`config.mk`:
```
export PLATFORM = sky130hd
export DESIGN_NAME = rpa_div_cell
export DESIGN_NICKNAME = d
export VERILOG_FILES = /design/src/hdl/rpa_pkg.sv /design/src/hdl/rpa_div_cell.sv
export SDC_FILE = /design/constraint.sdc
export NUM_CORES = 1
export LEC_CHECK = 0
export BUFFER_PORTS_ARGS = -buffer_cell sky130_fd_sc_hd__buf_2
export CORE_MARGIN = 3
export CORE_UTILIZATION = 37
export DETAILED_ROUTE_END_ITERATION = 12
export GPL_TIMING_DRIVEN = 0
export MAX_ROUTING_LAYER = met4
export PLACE_DENSITY = 0.66
export SLEW_MARGIN = 20
export SYNTH_ARGS = -nofsm -noshare
export SYNTH_HDL_FRONTEND = slang
export SYNTH_SLANG_ARGS = --single-unit
```
`constraint.sdc`:
```
create_clock -name clk_i -period 0.9 [get_ports clk_i]
set_input_delay 0.135 -clock clk_i [delete_from_list [all_inputs] [get_ports clk_i]]
set_output_delay 0.135 -clock clk_i [all_outputs]
set_load 0.01 [all_outputs]
```
`src/hdl/rpa_pkg.sv`:
```
// ----------------------------------------------------------------------------
// Rotate point by arc length: shared package
// Widths, fixed-point constants, tables and types used across the design.
// ----------------------------------------------------------------------------
`default_nettype none

package rpa_pkg;

  // Field and datapath widths.
  localparam int unsigned CW        = 24;   // coordinate width
  localparam int unsigned RW        = 23;   // radius width
  localparam int unsigned AW        = 24;   // angle width (Q7.16)
  localparam int unsigned VW        = 43;   // rotator x/y width (16 guard bits)
  localparam int unsigned ZW        = 32;   // residual angle width (Q28)
  localparam int unsigned GUARD     = 16;
  localparam int unsigned DIV_STEPS = 24;   // quotient bits below the overflow check
  localparam int unsigned ATAN_LEN  = 24;
  localparam int unsigned ROTATION_STAGES_DEF = 16;

  // Register reset values.
  localparam logic signed [CW-1:0] CENTER_X_RST = 24'sd102400;
  localparam logic signed [CW-1:0] CENTER_Y_RST = 24'sd76800;
  localparam logic [RW-1:0]        RADIUS_RST   = 23'd38400;
  localparam logic signed [CW-1:0] ARC_RST      = 24'sd0;

  // Angle constants in Q28 radians.
  localparam logic signed [ZW-1:0] Q28_TWO_PI  = 32'sd1686629713;
  localparam logic [30:0]          Q28_TWO_PI_U = 31'd1686629713;
  localparam logic signed [ZW-1:0] Q28_PI      = 32'sd843314857;
  localparam logic signed [ZW-1:0] Q28_HALF_PI = 32'sd421657428;

  // CORDIC gain compensation in Q30.
  localparam logic signed [30:0] GAIN_Q30 = 31'sd652032874;

  // Reciprocal of 2*pi (Q28) scaled so that (mag * RED_RECIP) >> 40 estimates
  // floor(mag * 2^12 / 2*pi) low by at most one.
  localparam logic [21:0] RED_RECIP = 22'((64'd1 << 52) / 64'd1686629713);

  localparam logic signed [CW-1:0] MAX24 = 24'sh7FFFFF;
  localparam logic signed [CW-1:0] MIN24 = 24'sh800000;

  // Arctangent of 2^-i in Q28.
  localparam logic signed [ZW-1:0] ATAN_Q28 [ATAN_LEN] = '{
    32'sd210828714, 32'sd124459457, 32'sd65760959, 32'sd33381290,
    32'sd16755422,  32'sd8385879,   32'sd4193963,  32'sd2097109,
    32'sd1048571,   32'sd524287,    32'sd262144,   32'sd131072,
    32'sd65536,     32'sd32768,     32'sd16384,    32'sd8192,
    32'sd4096,      32'sd2048,      32'sd1024,     32'sd512,
    32'sd256,       32'sd128,       32'sd64,       32'sd32
  };

  // Configuration register indexes.
  typedef enum logic [1:0] {
    CFG_CENTER_X = 2'd0,
    CFG_CENTER_Y = 2'd1,
    CFG_RADIUS   = 2'd2,
    CFG_ARC      = 2'd3
  } cfg_idx_e;

  typedef struct packed {
    logic signed [VW-1:0] x;
    logic signed [VW-1:0] y;
  } vec_t;

  // Restoring divider state carried from cell to cell.
  typedef struct packed {
    logic [39:0]   rem;
    logic [AW-1:0] quo;
    logic          neg;
    logic          ovf;
    logic          zero;
  } div_t;

  // Rotator state carried from cell to cell.
  typedef struct packed {
    logic signed [VW-1:0] x;
    logic signed [VW-1:0] y;
    logic signed [ZW-1:0] z;
    logic [AW-1:0]        ang;
  } cor_t;

  typedef struct packed {
    logic [CW-1:0] offset_x;
    logic [CW-1:0] offset_y;
    logic [AW-1:0] angle_used;
  } res_t;

endpackage

`default_nettype wire

```
`src/hdl/rpa_div_cell.sv`:
```
// ----------------------------------------------------------------------------
// Rotate point by arc length: divider cell
// One restoring division step; decides one quotient bit of arc/radius.
// ----------------------------------------------------------------------------
`default_nettype none

module rpa_div_cell import rpa_pkg::*; #(
  parameter int unsigned STEP = 0
) (
  input  wire logic          clk_i,
  input  wire logic          rst_ni,
  input  wire logic          en_i,
  input  wire logic          valid_i,
  input  wire div_t          div_i,
  input  wire vec_t          vec_i,
  input  wire logic [RW-1:0] radius_i,
  output      logic          valid_o,
  output      div_t          div_o,
  output      vec_t          vec_o
);

  logic [46:0] trial;
  div_t        div_d;
  logic        valid_q;
  div_t        div_q;
  vec_t        vec_q;

  // Trial subtraction of the shifted divisor.
  assign trial = {7'b0, div_i.rem} - ({24'b0, radius_i} << STEP);

  always_comb begin
    div_d = div_i;
    if (!trial[46]) begin
      div_d.rem       = trial[39:0];
      div_d.quo[STEP] = 1'b1;
    end
  end

  always_ff @(posedge clk_i or negedge rst_ni) begin
    if (!rst_ni) begin
      valid_q <= 1'b0;
    end else if (en_i) begin
      valid_q <= valid_i;
    end
  end

  always_ff @(posedge clk_i) begin
    if (en_i) begin
      div_q <= div_d;
      vec_q <= vec_i;
    end
  end

  assign valid_o = valid_q;
  assign div_o   = div_q;
  assign vec_o   = vec_q;

endmodule

`default_nettype wire

```
==> results_dict.tcl, run 1 <==
set metrics [dict create \
    fp.dieH_um 142 \
    drt-total-wl_mm 25.7 \
    grt_use_met1_pct 26.3 \
    drt_iter0_markers 365 \
    die_x_um 142 \
    wl_per_cell_um 20.4 \
    grt_pass1_vias 6506 \
    clk_latency_ns 0.43 \
    critPathMaxFanout 3 \
    drtPass1Iterations 5 \
    final_nets 1219 \
    async_reset_ff_share_pct 0.649 \
    violations "setup timing" \
    cts.sinks 154 \
    grt_antenna_before_repair 5 \
    fill_cells 1243 \
    grt.total_usage_pct 25.4 \
    ys.warnings.count 0 \
    fin_cells 1262 \
    start_kind "primary input" \
    end_kind "flop" \
    ant_nets 0 \
    clk_path_buf_depth 2 \
    die_area_um2 20200 \
    clock.fmax_mhz 526 \
    fin_skew_ns 0 \
    synth_enable_flop_cells 153 \
    crit_end "div_o[55]" \
    slew_violations 0 \
    finalHoldViolCount 0 \
    fin_ws_ns -1.00 \
    ir_drop_uv 1150 \
    ioPinCount 334 \
    relSlewSlack_pct 65.5 \
    setup_violations 196 \
    dp_hpwl_mm 16.7 \
    cp.required_ns 1.09 \
    cts_buffers 17 \
    vias 6289 \
    grtUsageMet3_pct 6.49 \
    synthTopCellsByArea "edfxtp_1 67%, ha_1 4.2%, xor2_1 3.1%, nand2_1 2.6%, o21ai_0 2.5%" \
    routabilityCongestion 0.875 \
    crit_path_start "radius_i[15]" \
    clockRootBuffer "clkbuf_16" \
    p_leak_nw 5.10 \
    postLayoutCoreUtil_pct 67.7 \
    synth_cells 502 \
    gr-usage-met2_pct 44.8 \
    r2r_slack_ns 0 \
    grt_pass1_wl_mm 37.3 \
    synth_flop_cell "edfxtp_1" \
    ys_ff_latch 154 \
    rows 49 \
    worstSetupPathType "in2reg" \
    h-tree-depth 4 \
    start_util_pct 37.8 \
    status "finished, violations left" \
    min_period_ns 1.90 \
    min_path_type "in2reg" \
    r2r-end "valid_o" \
    avgSynthCellArea_um2 13.6 \
    p_per_area_nw_per_um2 1690 \
    clk_pin_slew_ns 0.08 \
    rsz0062_at_grt "yes" \
    core_area_um2 18100 \
    syn-num-nets 706 \
    cts_tree "done" \
    drc 0 \
    r2r-start "valid_o" \
    top_usage_layer "met2" \
    syn-cell-area_um2 6840 \
    worst-slew-pin-transition_ns 0.517 \
    synth_top_area_share_pct 67.2 \
    dpl.cell_count 1065 \
    overflow 0 \
    cp.arrival_ns 2.09 \
    yosysUniqueCellTypes 53 \
    routed_via_density 4.98 \
    grt_max_degree 55 \
    drive_gt1_share_pct 55.3 \
    rr_worst_depth 2 \
    synth_top_cell_by_area "edfxtp_1" \
    drv_cap 0 \
    area_growth_pct 79.0 \
    portBuffers 333 \
    min_period_over_period_pct 211 \
    yosysSeqAreaShare_pct 67.5 \
]
cells in the mapped netlist, types with 2 or more instances:
library cell / count
and3_1: 3
edfxtp_1: 153
nor4_1: 6
nor2_1: 29
nor3_1: 15
nor4_2: 2
xor2_1: 24
nand2_1: 48
a21oi_1: 24
o211ai_1: 5
o21a_1: 3
nand3_1: 11
o21ai_0: 34
or3_1: 5
or2_2: 3
a21o_1: 6
buf_2: 7
ha_1: 23
clkbuf_1: 2
inv_1: 28
nor3_2: 3
nand4_1: 8
o21bai_1: 3
buf_6: 3
o2111ai_1: 2
a31oi_1: 2
or4_1: 3
nand2b_1: 10
xnor2_1: 13
sequential cells by signal, summed over array words and instances, names as in the netlist:
register,flops
div_o,67
valid_o,1
vec_o,86
what timing repair did:
action                                  CTS  global route
resized for setup                       109            89
setup buffers                            34             6
endpoints found under the setup margin  263           196
cloned                                    5             0
hold buffers                            121             1
endpoints found under the hold margin   120             1
pin swaps                                42            33
stage by stage:
stage	hold slack (ns)	setup TNS, ns	power [mW]	area [µm²]	setup slack, ns
after floorplan	-0.161	-44.55	10.7	7260	-1.33
after global placement	-0.0865	-397.41	12.2	9210	-2.35
after detailed placement	-0.0880	-108.42	12.3	9250	-1.67
after CTS	0.00182	-65.19	20.4	11900	-1.02
after global routing	0.00991	-71.19	21.5	12200	-1.05
final	0.0119	-63.30	20.7	12200	-1.00
cell type report:
class                   instances  area (µm²)  area share [%]
diodes                          5        12.5           0.102
plain buffers                   9         128            1.04
clock buffers                  17         425            3.48
clock inverters                15         176            1.44
inverters                      28         138            1.12
multi-input cells             307        2940            24.0
flip-flops and latches        154        4620            37.7
well taps                     229         287            2.34
repair buffers                498        3520            28.8
where the power goes:
part	switching [mW]	internal, mW	total [mW]
Combinational	2.31	2.19	4.51
Clock	3.34	3.98	7.32
Sequential	0.196	8.67	8.87
worst min path at each step:
| stage | start | to | slack (ns) | depth (start not counted) |
|---|---|---|---|---|
| floorplan | rst_ni | valid_o | -0.16 | 0 |
| global placement | rst_ni | valid_o | -0.09 | 1 |
| detailed placement | rst_ni | valid_o | -0.09 | 1 |
| CTS | div_i[49] | div_o[49] | 0.002 | 3 |
| global route | div_i[41] | div_o[41] | 0.01 | 3 |
| finish | div_i[38] | div_o[38] | 0.01 | 3 |
routing by layer:
metal  vias up  routed length (µm)
met1      3037                9010
met3        67                1670
met4         0                1190
met5         -                   0
met2       280               13900
li1       2905                   -
worst max-delay path: stages:
cell and delay (ns):
buf_6 0.09, inv_2 0.05, ha_4 0.21, a211oi_4 0.25, nor2_2 0.07, or4b_4 0.49
o22ai_4 0.27, o22ai_4 0.15, buf_4 0.17, nor3_4 0.11, xor2_1 0.09
cell families after synthesis:
family | after synthesis | share of synthesized area [%]
and+or+nand+nor | 154 | 11.9
DFF | 154 | 67.5
AOI/OAI and AO/OA | 91 | 8.41
buffers and inverters | 41 | 2.73
xor gates and xnor gates | 37 | 4.74
adders and majority gates | 24 | 4.50
muxes | 1 | 0.165
cells in the final DEF, fill, tap and decap left out, types with 10 or more instances in the layout:
| cell type | instances |
|---|---|
| inv_1 | 18 |
| o21ai_2 | 19 |
| buf_4 | 31 |
| clkbuf_16 | 17 |
| xnor2_1 | 13 |
| nor2_1 | 26 |
| dlygate4sd3_1 | 122 |
| xor2_1 | 22 |
| ha_4 | 15 |
| buf_2 | 308 |
| buf_6 | 29 |
| nand2_1 | 23 |
| nand2_4 | 11 |
| nand2_2 | 15 |
| a21oi_1 | 10 |
| edfxtp_1 | 153 |
Note: power is estimated with default switching activity, not from simulation.
==> run 2: changes to the inputs <==
--- a/config.mk
+++ b/config.mk
@@ -5,13 +5,14 @@
 export SDC_FILE = /design/constraint.sdc
 export NUM_CORES = 1
 export LEC_CHECK = 0
+export ABC_AREA = 1
 export BUFFER_PORTS_ARGS = -buffer_cell sky130_fd_sc_hd__buf_2
 export CORE_MARGIN = 3
 export CORE_UTILIZATION = 37
 export DETAILED_ROUTE_END_ITERATION = 12
 export GPL_TIMING_DRIVEN = 0
 export MAX_ROUTING_LAYER = met4
-export PLACE_DENSITY = 0.66
+export PLACE_DENSITY = 0.64
 export SLEW_MARGIN = 20
 export SYNTH_ARGS = -nofsm -noshare
 export SYNTH_HDL_FRONTEND = slang
==> run 2 against run 1 <==
  * The flow still finishes with violations (setup timing)
  * Fmax grew 16%
  * Synthesized cell count grew 55%
  * Worst setup slack gained 0.26 ns
  * Register-to-register slack gained 0.16 ns
==> results_dict.tcl, run 2 <==
set metrics [dict create \
    drc 0 \
    setup_tns_ns -54.00 \
    drt_iter0_markers 338 \
    min_path_cells 3 \
    die_area_um2 22100 \
    clock.fmax_mhz 608 \
    vias 7388 \
    drive_gt1_share_pct 42.5 \
    setup_violations 195 \
    fin_skew_ns 0 \
    synthTopCellsByCount "262 x nand2_1, 153 x edfxtp_1, 114 x inv_1, 73 x nor2_1, 34 x nand3_1" \
    synth_enable_flop_cells 153 \
    min_period_ns 1.64 \
    start_kind "primary input" \
    rows 51 \
    fp.dieH_um 149 \
    avgSynthCellArea_um2 9.66 \
    final_nets 1497 \
    cts_buffers 17 \
    overflow 0 \
    largest_reg_flops 86 \
    ant_nets 0 \
    routed_via_density 4.68 \
    r2r-start "valid_o" \
    start_util_pct 38.2 \
    ir_drop_uv 903 \
    muxShareOfSynthArea_pct 0.149 \
    ys.warnings.count 0 \
    worst-slew-pin-transition_ns 0.356 \
    synth_flop_cell "edfxtp_1" \
    final_common_cell "buf_2" \
    clk_path_buf_depth 2 \
    relSlewSlack_pct 76.0 \
    fill_cells 1564 \
    rsz0062_at_grt "yes" \
    drt-total-wl_mm 28.6 \
    portBuffers 333 \
    slew_violations 0 \
    mostFrequentLayoutCells "314 x buf_2, 219 x nand2_1, 153 x edfxtp_1" \
    clk_pin_slew_ns 0.07 \
    min_period_over_period_pct 183 \
    cts_tree "done" \
    core_area_um2 19700 \
    clk_latency_ns 0.42 \
    synth_top_family_by_area "simple AND/OR/NAND/NOR gates" \
    die_x_um 149 \
    async_reset_ff_share_pct 0.649 \
    syn-cell-area_um2 7530 \
    ys_ff_latch 154 \
    pre_cts_ws_ns -1.56 \
    synthSimpleGateAreaFrac_pct 21.5 \
    cp.required_ns 1.08 \
    cp.arrival_ns 1.82 \
    fin_ws_ns -0.744 \
    end_kind "flop" \
    status "finished, violations left" \
    hold_ws_ns 0.00849 \
    yosysUniqueCellTypes 29 \
    critPathMaxFanout 5 \
    area_growth_pct 67.4 \
    synth-xor-area-share_pct 1.74 \
    dp_hpwl_mm 19.9 \
    clockRootBuffer "clkbuf_16" \
    min_path_type "in2reg" \
    synth_top_area_share_pct 61.0 \
    grt_pass1_wl_mm 41.4 \
    ioPinCount 334 \
    routabilityCongestion 0.984 \
    r2r-end "valid_o" \
    synth_top_cell_by_area "edfxtp_1" \
    power.total_mw 20.2 \
    grt_antenna_before_repair 7 \
    rr_worst_depth 1 \
    drv_cap 0 \
    wl_per_cell_um 18.1 \
    synth_compound_area_share_pct 4.43 \
    syn-num-nets 984 \
    h-tree-depth 4 \
    synth.most_common_cell "nand2_1" \
    synth_adder_area_share_pct 4.09 \
    worstSetupPathType "in2reg" \
    grt_pass1_vias 7389 \
    hp-start "div_i[31]" \
    min_to "div_o[31]" \
    finalHoldViolCount 0 \
    grt_max_degree 55 \
    grt.total_usage_pct 25.7 \
    p_per_area_nw_per_um2 1600 \
    violations "setup timing" \
    synth_cells 780 \
    drtPass1Iterations 5 \
    yosysSeqAreaShare_pct 61.3 \
    p_leak_nw 5.69 \
    cts.sinks 154 \
    synthTopCellsByArea "edfxtp_1 61%, nand2_1 13%, inv_1 5.7%, ha_1 3.8%, nor2_1 3.6%" \
    r2r_slack_ns 0.16 \
]
run 2: changes by cell type in the layout (fill, tap and decap cells not counted), moves of 8 or more:
cell	before	now
nand2_2	15	31
nor2_1	26	62
nor2_2	1	9
nand2b_1	8	0
buf_6	29	19
inv_2	4	14
inv_1	18	106
xor2_1	22	1
o21ai_2	19	7
nand3_1	4	25
nand2_1	23	219
run 2: worst max-delay path by stage:
stage           endpoint      start  cells after the start
2_1_floorplan  div_o[48]  div_i[27]                     15
3_3_place_gp     valid_o       en_i                      2
3_5_place_dp   div_o[40]  div_i[27]                     15
4_1_cts        div_o[63]  div_i[27]                     16
5_1_grt        div_o[27]  div_i[27]                     16
6_report       div_o[30]  div_i[48]                     13
run 2: metal layers:
metal,GRT usage [%],vias to the layer above,wire (µm)
met2,43.4,274,14400
met3,7.07,76,1870
met4,13.0,0,1350
met1,27.8,3454,11000
met5,-,-,0
li1,-,3584,-
run 2: layout make-up:
class,instances,area [µm²],share of cell area (%)
Antenna cell,7,17.5,0.139
Clock buffer,17,425,3.37
Clock inverter,14,131,1.04
Inverter,122,468,3.71
Buffer,7,87.6,0.695
Multi-Input combinational cell,497,3110,24.7
Sequential cell,154,4620,36.6
Timing Repair Buffer,494,3410,27.1
Tap cell,265,332,2.63
run 2: cell families (layout without fill, tap and decap cells):
family | after synthesis | after routing
other cells | 0 | 7
simple gates | 399 | 399
xor+xnor | 15 | 15
flops | 154 | 154
fa+ha+maj | 24 | 24
compound gates | 58 | 58
buf+inv | 129 | 654
mux | 1 | 1
run 2: worst max-delay path, stage by stage:
cell and delay [ns]:
buf_2 0.13, ha_4 0.31, nand2_2 0.10, nor2_4 0.18, nand2_1 0.16, a21oi_2 0.19
nor2_4 0.06, nand3_4 0.12, inv_4 0.06, buf_8 0.13, buf_12 0.13, nand2_4 0.05
o21ai_2 0.05
run 2: through the flow:
| step | cell area [µm²] | utilization (%) | std cells |
|---|---|---|---|
| 6_report | 12600 | 64.0 | 1577 |
| 5_1_grt | 12600 | 64.0 | 1577 |
| 4_1_cts | 12300 | 62.3 | 1560 |
| 3_5_place_dp | 9760 | 49.5 | 1379 |
| 3_3_place_gp | 9720 | 49.3 | 1378 |
| 2_1_floorplan | 7730 | - | 780 |
run 2: timing repair:
item	in CTS	in global routing
pin swaps	23	13
gates resized for setup	110	66
setup buffers	28	11
hold buffers	119	0
hold endpoints to repair	118	0
cloned	3	0
endpoints found under the setup margin	286	247
run 2: power breakdown:
group / total [mW] / leakage (nW) / internal [mW] / switching [mW]
clock: 6.82 / 0.258 / 3.62 / 3.19
combinational: 4.53 / 3.92 / 2.11 / 2.42
sequential: 8.83 / 1.51 / 8.66 / 0.174
==> run 3: changes to the inputs <==
--- a/config.mk
+++ b/config.mk
@@ -7,6 +7,7 @@
 export LEC_CHECK = 0
 export ABC_AREA = 1
 export BUFFER_PORTS_ARGS = -buffer_cell sky130_fd_sc_hd__buf_2
+export CORE_ASPECT_RATIO = 1.1
 export CORE_MARGIN = 3
 export CORE_UTILIZATION = 37
 export DETAILED_ROUTE_END_ITERATION = 12
==> run 3 against run 2 <==
  * The run still ends with setup timing left
  * Fmax shrank 2.0%
  * Die area about the same
  * Hold slack better by 0.023 ns
  * Clock-buffer cell count up 1
  * Non-clock buffer count decreased by 20
  * Sequential power is essentially flat
  * Global-route usage up 0.59 points
  * Clock power is 5.6% higher
  * Clock skew unchanged
  * Critical path type unchanged
==> results_dict.tcl, run 3 (same netlist as run 2, synthesis figures left out) <==
set metrics [dict create \
    status "finished, violations left" \
    violations "setup timing" \
    routabilityCongestion 0.952 \
    final_common_cell "buf_2" \
    p_leak_nw 5.60 \
    start_util_pct 37.8 \
    drive_gt1_share_pct 40.7 \
    dpl.cell_count 1366 \
    grt_pass1_wl_mm 42.2 \
    seq_area_um2 4620 \
    die_area_um2 22100 \
    overflow 0 \
    drtPass1Iterations 4 \
    drt-total-wl_mm 29.1 \
    postLayoutCoreUtil_pct 62.3 \
    cts_buffers 17 \
    clock.fmax_mhz 596 \
    finalHoldViolCount 0 \
    clk_path_buf_depth 2 \
    rsz0062_at_grt "yes" \
    p_per_area_nw_per_um2 1640 \
    start_kind "primary input" \
    fin_cells 1541 \
    wl_per_cell_um 18.9 \
    clk_pin_slew_ns 0.06 \
    r2r_slack_ns 0.16 \
    setup_tns_ns -55.80 \
    area_growth_pct 64.9 \
    fin_skew_ns 0 \
    min_to "div_o[49]" \
    min_path_type "in2reg" \
    multi_input_area_um2 3080 \
    r2r-start "valid_o" \
    grt.total_usage_pct 26.3 \
    final_nets 1477 \
    hp-start "div_i[49]" \
    min_period_over_period_pct 186 \
    min_period_ns 1.68 \
    cp.required_ns 1.08 \
    cp.arrival_ns 1.86 \
    vias 7282 \
    core_area_um2 19900 \
    r2r-end "valid_o" \
    grt_pass1_vias 7363 \
    drc 0 \
    setup_violations 195 \
    largest_reg_flops 86 \
    grt_max_degree 54 \
    worstSetupPathType "in2reg" \
    dp_hpwl_mm 20.9 \
    fill_cells 1647 \
    rr_worst_depth 1 \
    end_kind "flop" \
    die_x_um 142 \
    critPathMaxFanout 5 \
    fp.dieH_um 156 \
    clk_latency_ns 0.43 \
    cts_tree "done" \
    drv_cap 0 \
    ioPinCount 334 \
    routed_via_density 4.73 \
    portBuffers 333 \
    drt_iter0_markers 322 \
    min_path_cells 3 \
    clockRootBuffer "clkbuf_16" \
    relSlewSlack_pct 74.6 \
    mostFrequentLayoutCells "318 x buf_2, 226 x nand2_1, 153 x edfxtp_1" \
    cts.sinks 154 \
    fin_ws_ns -0.778 \
    ant_nets 0 \
    rows 54 \
    worst-slew-pin-transition_ns 0.381 \
    grt_antenna_before_repair 3 \
    ir_drop_uv 1160 \
    slew_violations 0 \
    h-tree-depth 4 \
]
[run 3: worst max-delay path, stage by stage]
cell,delay [ns]
buf_8,0.09
inv_8,0.03
ha_4,0.16
fa_2,0.38
inv_2,0.08
nand3_2,0.08
nand2_4,0.10
nand2_4,0.06
nand2_4,0.10
nand3_4,0.08
nand3_4,0.12
inv_6,0.06
buf_12,0.14
buf_12,0.14
nand2_2,0.05
nand2_1,0.04
[run 3: how the worst max path moves through the flow]
stage / cells after the start / from / endpoint / slack (ns)
floorplan: 15 / div_i[27] / div_o[48] / -0.97
global placement: 2 / en_i / valid_o / -2.35
detailed placement: 16 / div_i[27] / div_o[48] / -1.49
CTS: 16 / div_i[27] / div_o[48] / -0.72
global route: 16 / div_i[27] / div_o[30] / -0.82
finish: 16 / div_i[27] / div_o[48] / -0.78
[run 3: per-layer routing]
metal	global-route usage (%)	wire length [µm]
met1	29.1	11400
met2	46.7	15200
met3	6.32	1620
met4	8.18	910
met5	-	0
[run 3: stage by stage]
stage,hold slack [ns],setup slack (ns),power (mW),cell area (µm²)
3_5_place_dp,-0.0896,-1.49,12.3,9750
6_report,0.0318,-0.778,20.4,12400
4_1_cts,0.00480,-0.720,20.2,12000
5_1_grt,0.0289,-0.823,21.3,12400
2_1_floorplan,-0.161,-0.967,10.6,7730
3_3_place_gp,-0.0904,-2.35,12.3,9710
[run 3: area by class of cell]
class                   count  share of cell area [%]
clock inverters            14                    1.26
repair buffers            474                    26.1
diodes                      3                  0.0604
multi-input cells         497                    24.8
plain buffers               7                   0.806
well taps                 252                    2.54
inverters                 122                    3.79
flip-flops and latches    154                    37.2
clock buffers              18                    3.45
[run 3: power breakdown]
part | total [mW] | internal, mW | switching [mW]
combinational | 4.39 | 1.98 | 2.40
clock | 7.20 | 3.93 | 3.27
sequential | 8.84 | 8.66 | 0.179
total | 20.4 | 14.6 | 5.85
[run 3: what timing repair did]
item	CTS	global route
setup endpoints to repair	208	247
hold buffers	119	1
cloned	3	0
gates resized for setup	75	94
setup buffers	10	7
hold endpoints to repair	118	1
pin swaps	17	14
