===== src/hdl/rpa_pkg.sv =====
// ----------------------------------------------------------------------------
// Rotate point by arc length: shared package
// Widths, fixed-point constants, tables and types used across the design.
// ----------------------------------------------------------------------------
`default_nettype none

package rpa_pkg;

  // Field and datapath widths.
  localparam int unsigned CW        = 24;   // coordinate width
  localparam int unsigned RW        = 23;   // radius width
  localparam int unsigned AW        = 24;   // angle width (Q7.16)
  localparam int unsigned VW        = 43;   // rotator x/y width (16 guard bits)
  localparam int unsigned ZW        = 32;   // residual angle width (Q28)
  localparam int unsigned GUARD     = 16;
  localparam int unsigned DIV_STEPS = 24;   // quotient bits below the overflow check
  localparam int unsigned ATAN_LEN  = 24;
  localparam int unsigned ROTATION_STAGES_DEF = 16;

  // Register reset values.
  localparam logic signed [CW-1:0] CENTER_X_RST = 24'sd102400;
  localparam logic signed [CW-1:0] CENTER_Y_RST = 24'sd76800;
  localparam logic [RW-1:0]        RADIUS_RST   = 23'd38400;
  localparam logic signed [CW-1:0] ARC_RST      = 24'sd0;

  // Angle constants in Q28 radians.
  localparam logic signed [ZW-1:0] Q28_TWO_PI  = 32'sd1686629713;
  localparam logic [30:0]          Q28_TWO_PI_U = 31'd1686629713;
  localparam logic signed [ZW-1:0] Q28_PI      = 32'sd843314857;
  localparam logic signed [ZW-1:0] Q28_HALF_PI = 32'sd421657428;

  // CORDIC gain compensation in Q30.
  localparam logic signed [30:0] GAIN_Q30 = 31'sd652032874;

  // Reciprocal of 2*pi (Q28) scaled so that (mag * RED_RECIP) >> 40 estimates
  // floor(mag * 2^12 / 2*pi) low by at most one.
  localparam logic [21:0] RED_RECIP = 22'((64'd1 << 52) / 64'd1686629713);

  localparam logic signed [CW-1:0] MAX24 = 24'sh7FFFFF;
  localparam logic signed [CW-1:0] MIN24 = 24'sh800000;

  // Arctangent of 2^-i in Q28.
  localparam logic signed [ZW-1:0] ATAN_Q28 [ATAN_LEN] = '{
    32'sd210828714, 32'sd124459457, 32'sd65760959, 32'sd33381290,
    32'sd16755422,  32'sd8385879,   32'sd4193963,  32'sd2097109,
    32'sd1048571,   32'sd524287,    32'sd262144,   32'sd131072,
    32'sd65536,     32'sd32768,     32'sd16384,    32'sd8192,
    32'sd4096,      32'sd2048,      32'sd1024,     32'sd512,
    32'sd256,       32'sd128,       32'sd64,       32'sd32
  };

  // Configuration register indexes.
  typedef enum logic [1:0] {
    CFG_CENTER_X = 2'd0,
    CFG_CENTER_Y = 2'd1,
    CFG_RADIUS   = 2'd2,
    CFG_ARC      = 2'd3
  } cfg_idx_e;

  typedef struct packed {
    logic signed [VW-1:0] x;
    logic signed [VW-1:0] y;
  } vec_t;

  // Restoring divider state carried from cell to cell.
  typedef struct packed {
    logic [39:0]   rem;
    logic [AW-1:0] quo;
    logic          neg;
    logic          ovf;
    logic          zero;
  } div_t;

  // Rotator state carried from cell to cell.
  typedef struct packed {
    logic signed [VW-1:0] x;
    logic signed [VW-1:0] y;
    logic signed [ZW-1:0] z;
    logic [AW-1:0]        ang;
  } cor_t;

  typedef struct packed {
    logic [CW-1:0] offset_x;
    logic [CW-1:0] offset_y;
    logic [AW-1:0] angle_used;
  } res_t;

endpackage

`default_nettype wire


===== src/hdl/rpa_cordic_cell.sv =====
// ----------------------------------------------------------------------------
// Rotate point by arc length: CORDIC cell
// One micro-rotation by the arctangent of 2^-STEP.
// ----------------------------------------------------------------------------
`default_nettype none

module rpa_cordic_cell import rpa_pkg::*; #(
  parameter int unsigned STEP = 0
) (
  input  wire logic clk_i,
  input  wire logic rst_ni,
  input  wire logic en_i,
  input  wire logic valid_i,
  input  wire cor_t cor_i,
  output      logic valid_o,
  output      cor_t cor_o
);

  logic signed [VW-1:0] xs;
  logic signed [VW-1:0] ys;
  cor_t                 cor_d;
  logic                 valid_q;
  cor_t                 cor_q;

  // Arithmetic shifts floor toward minus infinity.
  assign xs = cor_i.x >>> STEP;
  assign ys = cor_i.y >>> STEP;

  always_comb begin
    cor_d = cor_i;
    if (!cor_i.z[ZW-1]) begin
      cor_d.x = cor_i.x - ys;
      cor_d.y = cor_i.y + xs;
      cor_d.z = cor_i.z - ATAN_Q28[STEP];
    end else begin
      cor_d.x = cor_i.x + ys;
      cor_d.y = cor_i.y - xs;
      cor_d.z = cor_i.z + ATAN_Q28[STEP];
    end
  end

  always_ff @(posedge clk_i or negedge rst_ni) begin
    if (!rst_ni) begin
      valid_q <= 1'b0;
    end else if (en_i) begin
      valid_q <= valid_i;
    end
  end

  always_ff @(posedge clk_i) begin
    if (en_i) begin
      cor_q <= cor_d;
    end
  end

  assign valid_o = valid_q;
  assign cor_o   = cor_q;

endmodule

`default_nettype wire

===== config.mk =====
export PLATFORM = sky130hd
export DESIGN_NAME = rpa_cordic_cell
export DESIGN_NICKNAME = d
export VERILOG_FILES = /design/src/hdl/rpa_pkg.sv /design/src/hdl/rpa_cordic_cell.sv
export SDC_FILE = /design/constraint.sdc
export NUM_CORES = 1
export LEC_CHECK = 0
export BUFFER_PORTS_ARGS = -buffer_cell sky130_fd_sc_hd__buf_4
export CAP_MARGIN = 20
export CORE_MARGIN = 5
export CORE_UTILIZATION = 46
export CTS_CLUSTER_DIAMETER = 120
export DETAILED_ROUTE_END_ITERATION = 16
export PLACE_DENSITY = 0.75
export SYNTH_ARGS = -nofsm -noshare
export SYNTH_HDL_FRONTEND = slang
export SYNTH_SLANG_ARGS = --single-unit

===== constraint.sdc =====
create_clock -name clk_i -period 1.1 [get_ports clk_i]
set_input_delay 0 -clock clk_i [delete_from_list [all_inputs] [get_ports clk_i]]
set_output_delay 0 -clock clk_i [all_outputs]
set_load 0.01 [all_outputs]

==> impl_table.tex, run 1 <==
\begin{tabular}{lr}
\hline
Metric & Value \\
\hline
\multicolumn{2}{l}{\textbf{Yosys}} \\
Flop and latch count out of synthesis & between 100 and 150 \\
Cell types with the largest area share after synthesis & edfxtp\_1 32\%, ha\_1 15\%, a21oi\_1 7.3\% \\
Portion of synthesized cell area occupied by the leading cell type & 32.3\% \\
Mean post-synth cell area & about 9 sq um \\
Count of flip-flops with a built-in enable after synthesis & between 100 and 150 \\
Sequential fraction of the synthesis area & approximately 33\% \\
Cell accounting for the most synthesized area & edfxtp\_1 \\
Count of unique library cells instantiated by Yosys & 80 \\
Warnings from Yosys & 0 \\
Share of flip-flops with an asynchronous set or reset & less than 1\% \\
Syn\_nets & 1789 \\
Post-synthesis instance area & around 13000 sq um \\
Mapped Cells & about 1500 \\
Top FF cell, synth & edfxtp\_1 \\
\multicolumn{2}{l}{\textbf{Timing}} \\
Setup repair after global routing missed its margin & true \\
Min Tclk post-route & 2.81 ns \\
Worst hold slack after final layout & 0.0563 ns \\
Largest clock skew in the final design & 0 ns \\
Final critical-path setup slack & -1.71 ns \\
Fmax & between 300 and 400 MHz \\
Pins Over Slew Limit & 0 \\
Final-report hold violation count & 0 \\
Worst Max-Slew Pin Slew & between 1 and 1.5 ns \\
Max-slew headroom at the worst pin & 31.3\% \\
Total Neg Setup Slack & -115.98 ns \\
Number of failing setup endpoints in the final timing report & 111 \\
Final period utilization & 255\% \\
\multicolumn{2}{l}{\textbf{Placement}} \\
Post-detailed-placement half-perimeter wirelength & 43300 um \\
DP Cell Count & around 2600 \\
Placement-stage worst setup slack & -2.12 ns \\
Final weighted congestion in routability-driven placement & between 0.9 and 1 \\
Buffers added on ports & around 290 \\
\multicolumn{2}{l}{\textbf{Detailed routing}} \\
DRT iter0 DRCs & 2300 \\
Overall via count from detail\_route & between 15000 and 20000 \\
Detail-routed via count per cell & 6.12 \\
Post-DR wirelength/cell & about 24 um \\
Number of nets still failing antenna checks after routing & 0 \\
Detailed Routing Iterations Pass 1 & 6 \\
Total wire length after detailed routing & 67000 um \\
DRC & 0 \\
\multicolumn{2}{l}{\textbf{Outcome}} \\
Violations in the final reports & negative setup slack \\
Result of the run & complete, but fails checks \\
\multicolumn{2}{l}{\textbf{Floorplanning}} \\
Count of boundary I/O pins & $\sim$290 \\
Starting density of the core & approximately 47\% \\
Rows & just over 60 \\
Area of the placeable core & between 20000 and 30000 sq um \\
Chip Width & 179 um \\
Die Footprint & approximately 32000 sq um \\
Vertical die dimension & approximately 180 um \\
\multicolumn{2}{l}{\textbf{Power and ir drop}} \\
Power Dens Cells & 1170 nW/um\^{}2 \\
Switching power total & $\sim$10000 uW \\
Power share of the clock group & between 20\% and 30\% \\
Reg power frac & roughly 28\% \\
Reported leakage power & around 0.011 uW \\
Part of the power in combinational logic & around 49\% \\
Max IR drop VDD & around 1100 uV \\
Cell-internal power & between 15000 and 20000 uW \\
Switching share of total power & between 30\% and 40\% \\
\multicolumn{2}{l}{\textbf{Clock network}} \\
Clock tree from TritonCTS & yes \\
H-tree level count & 4 \\
Clock root buffer & clkbuf\_16 \\
Count of clock tree sinks & between 100 and 150 \\
Number of buffers added by the clock tree synthesis step & 17 \\
Worst-case clock buffer depth & 2 \\
Worst skew pair latency & around 0.44 ns \\
CTS clock-pin slew for the worst setup and hold paths & about 0.080 ns \\
\multicolumn{2}{l}{\textbf{Worst setup path}} \\
Critical Path End Type & flip-flop \\
Critical path start-end classification & in2reg \\
Worst path required time & between 1 and 1.5 ns \\
Startpoint kind of the worst setup timing path & input port \\
Arrival time worst endpoint & 2.99 ns \\
Worst-path fanout max & 4 \\
R2R setup slack & $\sim$0.31 ns \\
\multicolumn{2}{l}{\textbf{Finish}} \\
Final Instance Count excl. Fillers & roughly 2700 \\
Filler cell count in the final layout & about 1600 \\
Number of nets in the layout & around 2700 \\
Post-layout util & roughly 83\% \\
Share of final-layout standard cells stronger than drive strength 1 & a little over 50\% \\
Most frequent standard cell in the layout excluding fill and tap cells & buf\_4 \\
Layout Area Growth over Synthesis & 76.2\% \\
Highest-count cells in the layout ignoring fill and taps & 806 x buf\_4, 142 x a21oi\_1, 141 x edfxtp\_1 \\
\multicolumn{2}{l}{\textbf{Min path}} \\
Hold Crit Class & in2reg \\
\multicolumn{2}{l}{\textbf{Global route}} \\
Grt total ovfl & 0 \\
Pin count of the biggest net entering global routing & 54 \\
Tot GR Track Use & 35.7\% \\
Vias in the first global route & around 16000 \\
Global-route wire length before repair & roughly 90000 um \\
Initial antenna violation count & 2 \\
\multicolumn{2}{l}{\textbf{Flow run}} \\
Number of max-capacitance violations reported & 0 \\
\hline
\end{tabular}
-- power by group through the flow --
stage / Clock (uW) / Sequential [uW] / Combinational, uW
global placement: 0 / 7500 / 10300
detailed placement: 0 / 7520 / 10500
global route: 6590 / 7560 / 13700
floorplan: 0 / 7860 / 4410
CTS: 6220 / 7420 / 11600
finish: 6360 / 7520 / 13200
-- state kept, by name (all words and copies together), names as in the netlist --
register  count
cor_o       141
valid_o       1
-- cell families after synthesis --
| family | share of synthesized area [%] |
|---|---|
| buffers and inverters | 5.68 |
| adder cells (fa/ha/maj) | 15.4 |
| multiplexers | 1.92 |
| flip-flops | 32.5 |
| AND/OR/NAND/NOR | 12.7 |
| AO/OA/AOI/OAI | 24.5 |
| XOR/XNOR | 7.29 |
-- critical path, stage by stage --
cell and delay (ns):
buf_6 0.10, inv_4 0.05, ha_4 0.20, or4_4 0.53
a2111o_1 0.33, o211a_4 0.17, a22oi_2 0.20, nand3b_4 0.15
a2111oi_4 0.45, o22ai_4 0.18, o31ai_4 0.32, a21oi_1 0.13
xor2_1 0.18
-- cell usage after synthesis (all sizes together) (4+ instances only) --
cell and number:
nand2b 13, ha 155, a21boi 5, o311ai 4
a21bo 4, a2111oi 7, nand4 21, o21a 11
a211oi 12, inv 131, nor3 24, and2 7
a221oi 5, a31oi 12, nor2b 21, or4 5
fa 4, o31ai 16, and3 12, o211ai 12
nand3 24, a21oi 192, xnor2 86, a311oi 4
nand2 79, o21ai 96, nor4 13, xor2 23
nor2 115, edfxtp 141, buf 10, a21o 31
a211o 7, o22ai 4, clkbuf 53, mux2i 24
o21bai 47, or3 5
-- layout make-up --
cell class                      instances  area [sq um]  area share, %
Multi-Input combinational cell       1147          9900           42.9
Clock inverter                         15           188          0.814
Timing Repair Buffer                  909          7280           31.6
Tap cell                              378           473           2.05
Sequential cell                       142          4260           18.5
Clock buffer                           17           425           1.84
Antenna cell                            2          5.00         0.0217
Inverter                              132           526           2.28
-- worst paths after layout --
path,start,endpoint,cells after the start
max reg2reg,valid_o$_DFFE_PN0P_,valid_o$_DFFE_PN0P_,1
min in group asynchronous,rst_ni,valid_o$_DFFE_PN0P_,3
max,cor_i[62],cor_o[97]$_DFFE_PP_,13
min,cor_i[38],cor_o[38]$_DFFE_PP_,3
max in group asynchronous,rst_ni,valid_o$_DFFE_PN0P_,3
min reg2reg,valid_o$_DFFE_PN0P_,valid_o$_DFFE_PN0P_,1
-- per-layer routing --
metal	GRT usage (%)	routed length [um]	vias up
li1	-	-	7131
met1	42.8	24100	7907
met2	60.6	30300	1330
met3	7.17	7260	417
met4	18.7	5300	2
met5	0	20	-
-- per-stage QoR --
| step | total power, uW | area (sq um) |
|---|---|---|
| global route | 27900 | 23100 |
| floorplan | 12300 | 13600 |
| global placement | 17800 | 19900 |
| detailed placement | 18000 | 19900 |
| finish | 27000 | 23100 |
| CTS | 25200 | 22100 |
-- timing repair --
item	4_1_cts	5_1_grt
gates cloned	1	0
hold endpoints to repair	36	0
buffers inserted	49	43
gates resized for setup	206	168
pin swaps	110	122
hold buffers	31	0
setup endpoints to repair	106	106
(Power assumes the default switching activity.)
==> inputs of run 2 (changes only) <==
==> constraint.sdc (replaced) <==
create_clock -name clk_i -period 3.2 [get_ports clk_i]
set_input_delay 0 -clock clk_i [delete_from_list [all_inputs] [get_ports clk_i]]
set_output_delay 0 -clock clk_i [all_outputs]
set_load 0.01 [all_outputs]
==> impl_table.tex, run 2 (same netlist as run 1, synthesis figures left out) <==
\begin{tabular}{lr}
\hline
Metric & Value \\
\hline
\multicolumn{2}{l}{\textbf{Outcome}} \\
Result of the run & completed \\
\multicolumn{2}{l}{\textbf{Floorplanning}} \\
Area of the placeable core & 27900 sq um \\
Starting density of the core & between 40\% and 50\% \\
Chip Width & approximately 180 um \\
Count of boundary I/O pins & around 290 \\
Vertical die dimension & 179 um \\
Die Footprint & $\sim$32000 sq um \\
Rows & 61 \\
\multicolumn{2}{l}{\textbf{Worst setup path}} \\
Arrival time worst endpoint & $\sim$3.2 ns \\
Endpoint of the worst setup timing path & cor\_o[141]\$\_DFFE\_PP\_ \\
Startpoint kind of the worst setup timing path & input port \\
Critical Path End Type & flip-flop \\
Most common cell type on the critical path & buf\_4 \\
Worst Setup SP & cor\_i[56] \\
Critical Path Max Stage Delay & roughly 0.42 ns \\
Depth of the most critical reg-to-reg path & 1 \\
Worst path required time & $\sim$3.4 ns \\
R2R setup slack & 2.46 ns \\
Launch instance of the worst register-to-register path & valid\_o\$\_DFFE\_PN0P\_ \\
Critical path, cell by cell & buf\_4 -> ha\_1 -> fa\_1 -> nor2b\_1 -> o311ai\_1 -> buf\_4 -> a31oi\_1 -> nor2\_1 -> o21ai\_1 -> a221oi\_1 -> buf\_4 -> o31ai\_1 -> a211oi\_1 -> a2bb2oi\_1 -> xnor2\_1 \\
Worst-path fanout max & 4 \\
Critical Path Slowest Stage Cell & fa\_1 \\
Critical path start-end classification & in2reg \\
Critical R2R Capture & valid\_o\$\_DFFE\_PN0P\_ \\
\multicolumn{2}{l}{\textbf{Timing}} \\
Setup repair after global routing missed its margin & false \\
Number of failing setup endpoints in the final timing report & 0 \\
Largest clock skew in the final design & 0 ns \\
Final period utilization & approximately 95\% \\
Worst hold slack after final layout & approximately 0.046 ns \\
Worst Max-Slew Pin Slew & around 0.90 ns \\
Max-slew headroom at the worst pin & roughly 40\% \\
Total Neg Setup Slack & 0 ns \\
Final-report hold violation count & 0 \\
Pins Over Slew Limit & 0 \\
Fmax & $\sim$330 MHz \\
Min Tclk post-route & around 3.0 ns \\
\multicolumn{2}{l}{\textbf{Detailed routing}} \\
Detailed Routing Iterations Pass 1 & 6 \\
DRC & 0 \\
Detail-routed via count per cell & roughly 5.8 \\
Overall via count from detail\_route & between 10000 and 15000 \\
Number of nets still failing antenna checks after routing & 0 \\
DRT iter0 DRCs & 1270 \\
Total wire length after detailed routing & about 47000 um \\
Post-DR wirelength/cell & approximately 21 um \\
\multicolumn{2}{l}{\textbf{Finish}} \\
Max FFs per register & between 100 and 150 \\
Most frequent standard cell in the layout excluding fill and tap cells & buf\_4 \\
Post-layout util & 62.3\% \\
Share of final-layout standard cells stronger than drive strength 1 & about a quarter \\
Final Instance Count excl. Fillers & roughly 2300 \\
Number of nets in the layout & 2200 \\
Antenna cells & 0 \\
Layout Area Growth over Synthesis & 33.0\% \\
Highest-count cells in the layout ignoring fill and taps & 423 x buf\_4, 191 x a21oi\_1, 155 x ha\_1 \\
\multicolumn{2}{l}{\textbf{Global route}} \\
Global-route wire length before repair & approximately 72000 um \\
Initial antenna violation count & 0 \\
Tot GR Track Use & between 20 and 30\% \\
Vias in the first global route & between 10000 and 15000 \\
Grt total ovfl & 0 \\
Pin count of the biggest net entering global routing & 93 \\
\multicolumn{2}{l}{\textbf{Placement}} \\
Buffers added on ports & around 290 \\
Final weighted congestion in routability-driven placement & around 0.99 \\
DP Cell Count & 2224 \\
Post-detailed-placement half-perimeter wirelength & between 30000 and 40000 um \\
\multicolumn{2}{l}{\textbf{Min path}} \\
Hold Crit Class & in2reg \\
\multicolumn{2}{l}{\textbf{Clock network}} \\
Post CTS Setup Buffer Count & 0 \\
Number of buffers added by the clock tree synthesis step & 17 \\
H-tree level count & 4 \\
Clock root buffer & clkbuf\_16 \\
Worst skew pair latency & 0.43 ns \\
Count of clock tree sinks & $\sim$140 \\
Worst-case clock buffer depth & 2 \\
CTS clock-pin slew for the worst setup and hold paths & 0.07 ns \\
Clock tree from TritonCTS & yes \\
\multicolumn{2}{l}{\textbf{Power and ir drop}} \\
Power Dens Cells & around 440 nW/um\^{}2 \\
Reported leakage power & about 0.0079 uW \\
Max IR drop VDD & 310 uV \\
Post-route total power & $\sim$7600 uW \\
\multicolumn{2}{l}{\textbf{Flow run}} \\
Number of max-capacitance violations reported & 0 \\
\hline
\end{tabular}
run 2: worst max-delay path: cells and delay by family:
family,cells,cell delay [ns]
adder cells (fa/ha/maj),2,0.66
XOR/XNOR,1,0.08
AND/OR/NAND/NOR,2,0.45
buffers and inverters,3,0.47
AO/OA/AOI/OAI,7,1.51
run 2: how the worst min path moves through the flow:
stage | start | endpoint | cells after the start
2_1_floorplan | rst_ni | valid_o$_DFFE_PN0P_ | 0
3_3_place_gp | rst_ni | valid_o$_DFFE_PN0P_ | 1
3_5_place_dp | rst_ni | valid_o$_DFFE_PN0P_ | 1
4_1_cts | cor_i[98] | cor_o[141]$_DFFE_PP_ | 3
5_1_grt | cor_i[98] | cor_o[141]$_DFFE_PP_ | 3
6_report | cor_i[98] | cor_o[141]$_DFFE_PP_ | 3
run 2: what timing repair did:
item                       4_1_cts  5_1_grt
resized for setup                0        3
hold buffers                    30        0
hold endpoints to repair        29        0
setup endpoints to repair        0        4
run 2: layout make-up:
type,instances,area (sq um)
Clock buffer,18,429
Inverter,132,495
Sequential cell,142,4260
Fill cell,2441,10500
Clock inverter,14,148
Multi-Input combinational cell,1147,8100
Tap cell,378,473
Timing Repair Buffer,455,3510
run 2: per-stage QoR:
step	cell area (sq um)	setup slack [ns]
2_1_floorplan	13100	0.124
5_1_grt	17400	0.0285
3_3_place_gp	16500	-0.142
3_5_place_dp	16500	-0.225
6_report	17400	0.172
4_1_cts	17400	0.215
run 2: report_power, final:
group	switching (uW)	leakage [uW]	internal (uW)
logic	1670	0.00619	1350
clock network	971	0.000274	1100
registers	94.1	0.00139	2430
total	2740	0.00786	4880
run 2: routing by layer:
| layer | global-route usage [%] | routed length [um] | up-vias |
|---|---|---|---|
| li1 | - | - | 6207 |
| met1 | 38.3 | 19900 | 6206 |
| met2 | 47.8 | 21700 | 711 |
| met3 | 3.84 | 3950 | 97 |
| met4 | 11.2 | 1810 | 0 |
| met5 | 0 | 0 | - |
==> inputs of run 3 (changes only) <==
--- a/config.mk
+++ b/config.mk
@@ -7,7 +7,7 @@
 export LEC_CHECK = 0
 export BUFFER_PORTS_ARGS = -buffer_cell sky130_fd_sc_hd__buf_4
 export CAP_MARGIN = 20
-export CORE_MARGIN = 5
+export CORE_ASPECT_RATIO = 1.25
 export CORE_UTILIZATION = 46
 export CTS_CLUSTER_DIAMETER = 120
 export DETAILED_ROUTE_END_ITERATION = 16
==> impl_table.tex, run 3 (same netlist as run 1, synthesis figures left out) <==
\begin{tabular}{lr}
\hline
Metric & Value \\
\hline
\multicolumn{2}{l}{\textbf{Outcome}} \\
Result of the run & completed \\
\multicolumn{2}{l}{\textbf{Finish}} \\
Number of nets in the layout & around 2200 \\
Share of final-layout standard cells stronger than drive strength 1 & between 20 and 30\% \\
Sequential Area & approximately 4300 sq um \\
Most frequent standard cell in the layout excluding fill and tap cells & buf\_4 \\
Multi-input gate area in the final layout & 8110 sq um \\
Antenna cells & 0 \\
Max FFs per register & roughly 140 \\
Summed area of non-filler cells in the final layout & 17400 sq um \\
Layout Area Growth over Synthesis & 32.9\% \\
Filler cell count in the final layout & roughly 2400 \\
Highest-count cells in the layout ignoring fill and taps & 416 x buf\_4, 191 x a21oi\_1, 155 x ha\_1 \\
\multicolumn{2}{l}{\textbf{Timing}} \\
Fmax & about 330 MHz \\
Worst Max-Slew Pin Slew & 0.744 ns \\
Min Tclk post-route & 3.01 ns \\
Final period utilization & between 90\% and 100\% \\
Largest clock skew in the final design & 0 ns \\
Max-slew headroom at the worst pin & 50.4\% \\
Number of failing setup endpoints in the final timing report & 0 \\
Setup repair after global routing missed its margin & false \\
Final-report hold violation count & 0 \\
Pins Over Slew Limit & 0 \\
Total Neg Setup Slack & 0 ns \\
\multicolumn{2}{l}{\textbf{Power and ir drop}} \\
Max IR drop VDD & $\sim$280 uV \\
Reported leakage power & about 0.008 uW \\
Reg power frac & 33.4\% \\
Switching share of total power & between 30\% and 40\% \\
Cell-internal power & just under 5000 uW \\
Part of the power in combinational logic & between 30\% and 40\% \\
Power Dens Cells & between 400 and 500 nW/um\^{}2 \\
Power share of the clock group & about 28\% \\
Switching power total & around 2800 uW \\
\multicolumn{2}{l}{\textbf{Clock network}} \\
Clock tree from TritonCTS & yes \\
H-tree level count & 4 \\
Count of clock tree sinks & roughly 140 \\
Number of buffers added by the clock tree synthesis step & 17 \\
Worst-case clock buffer depth & 2 \\
Post CTS Setup Buffer Count & 0 \\
Clock root buffer & clkbuf\_16 \\
CTS clock-pin slew for the worst setup and hold paths & approximately 0.070 ns \\
Worst skew pair latency & 0.44 ns \\
\multicolumn{2}{l}{\textbf{Global route}} \\
Tot GR Track Use & 30.9\% \\
Grt total ovfl & 0 \\
Global-route wire length before repair & 70000 um \\
Pin count of the biggest net entering global routing & 75 \\
Vias in the first global route & around 13000 \\
Initial antenna violation count & 0 \\
\multicolumn{2}{l}{\textbf{Detailed routing}} \\
Detailed Routing Iterations Pass 1 & 6 \\
DRT iter0 DRCs & about 1000 \\
DRC & 0 \\
Overall via count from detail\_route & about 13000 \\
Number of nets still failing antenna checks after routing & 0 \\
Post-DR wirelength/cell & around 20 um \\
Total wire length after detailed routing & 45600 um \\
Detail-routed via count per cell & about 5.8 \\
\multicolumn{2}{l}{\textbf{Floorplanning}} \\
Die Footprint & between 20000 and 30000 sq um \\
Starting density of the core & 47.0\% \\
Chip Width & around 150 um \\
Vertical die dimension & between 150 and 200 um \\
Count of boundary I/O pins & 289 \\
Area of the placeable core & approximately 28000 sq um \\
Rows & 68 \\
\multicolumn{2}{l}{\textbf{Placement}} \\
Final weighted congestion in routability-driven placement & a little under 1 \\
Buffers added on ports & 288 \\
Post-place instance area & approximately 16000 sq um \\
Post-detailed-placement half-perimeter wirelength & between 30000 and 40000 um \\
\multicolumn{2}{l}{\textbf{Worst setup path}} \\
Worst-path fanout max & 5 \\
Startpoint kind of the worst setup timing path & input port \\
Arrival time worst endpoint & between 3 and 4 ns \\
Critical Path End Type & flip-flop \\
Worst path required time & 3.39 ns \\
Critical path start-end classification & in2reg \\
\multicolumn{2}{l}{\textbf{Flow run}} \\
Number of max-capacitance violations reported & 0 \\
\multicolumn{2}{l}{\textbf{Min path}} \\
Hold Crit Class & in2reg \\
\hline
\end{tabular}
[run 3: changes by cell type in the layout (fill, tap and decap cells not counted), sizes merged]
cell / before / now
buf: 425 / 418
bufinv: 1 / 0
clkbuf: 18 / 17
clkinv: 3 / 7
clkinvlp: 3 / 0
dlygate4sd3: 30 / 33
inv: 139 / 140
[run 3: timing repair]
item	in CTS	in global routing
endpoints found under the hold margin	32	0
hold buffers	33	0
setup endpoints to repair	0	11
resized for setup	0	5
[run 3: layout make-up]
cell class | count | area share (%)
clock buffers | 17 | 2.44
clock inverters | 15 | 1.06
repair buffers | 451 | 20.0
multi-input cells | 1147 | 46.6
inverters | 132 | 2.85
flip-flops and latches | 142 | 24.5
well taps | 350 | 2.52
[run 3: critical path: stages]
cell	delay [ns]
buf_4	0.12
dlygate4sd3_1	0.55
ha_1	0.22
fa_1	0.42
nor2b_1	0.18
a31o_1	0.21
a211o_1	0.12
nand3_1	0.14
o21ai_1	0.22
o21ai_1	0.10
buf_4	0.16
o21bai_1	0.27
o211ai_1	0.17
o2bb2ai_1	0.16
xor2_1	0.16
[run 3: power groups by stage]
stage | Sequential, uW | Combinational [uW] | Clock [uW]
after floorplan | 2700 | 1410 | 0
after global placement | 2570 | 2850 | 0
after detailed placement | 2570 | 2880 | 0
after CTS | 2540 | 2940 | 2110
after global routing | 2560 | 3190 | 2180
final | 2540 | 2970 | 2090
[run 3: through the flow]
step	power (uW)	hold WS [ns]	util (%)	cells	worst slack (ns)
after CTS	7580	0.0308	62.4	2254	0.0605
final	7600	0.0439	62.5	2254	0.192
after floorplan	4110	-0.296	-	1484	0.124
after global placement	5420	-0.225	59.1	2189	-0.232
after global routing	7930	0.0554	62.5	2254	0.0624
after detailed placement	5450	-0.224	59.1	2189	-0.397
[run 3: path summary, 6_finish.rpt]
kind	start	to	slack [ns]	cells after the start
min in group asynchronous	rst_ni	valid_o$_DFFE_PN0P_	0.43	3
setup / recovery	cor_i[99]	cor_o[98]$_DFFE_PP_	0.19	15
hold / removal	cor_i[54]	cor_o[54]$_DFFE_PP_	0.04	3
max in group asynchronous	rst_ni	valid_o$_DFFE_PN0P_	2.66	3
setup reg to reg	valid_o$_DFFE_PN0P_	valid_o$_DFFE_PN0P_	2.44	1
hold reg to reg	valid_o$_DFFE_PN0P_	valid_o$_DFFE_PN0P_	0.54	1
[run 3: metal layers]
metal / track usage [%] / share of wire (%)
met3: 4.30 / 5.6
met4: 17.0 / 4.7
met5: 0 / 0
met1: 34.4 / 39
met2: 56.6 / 51
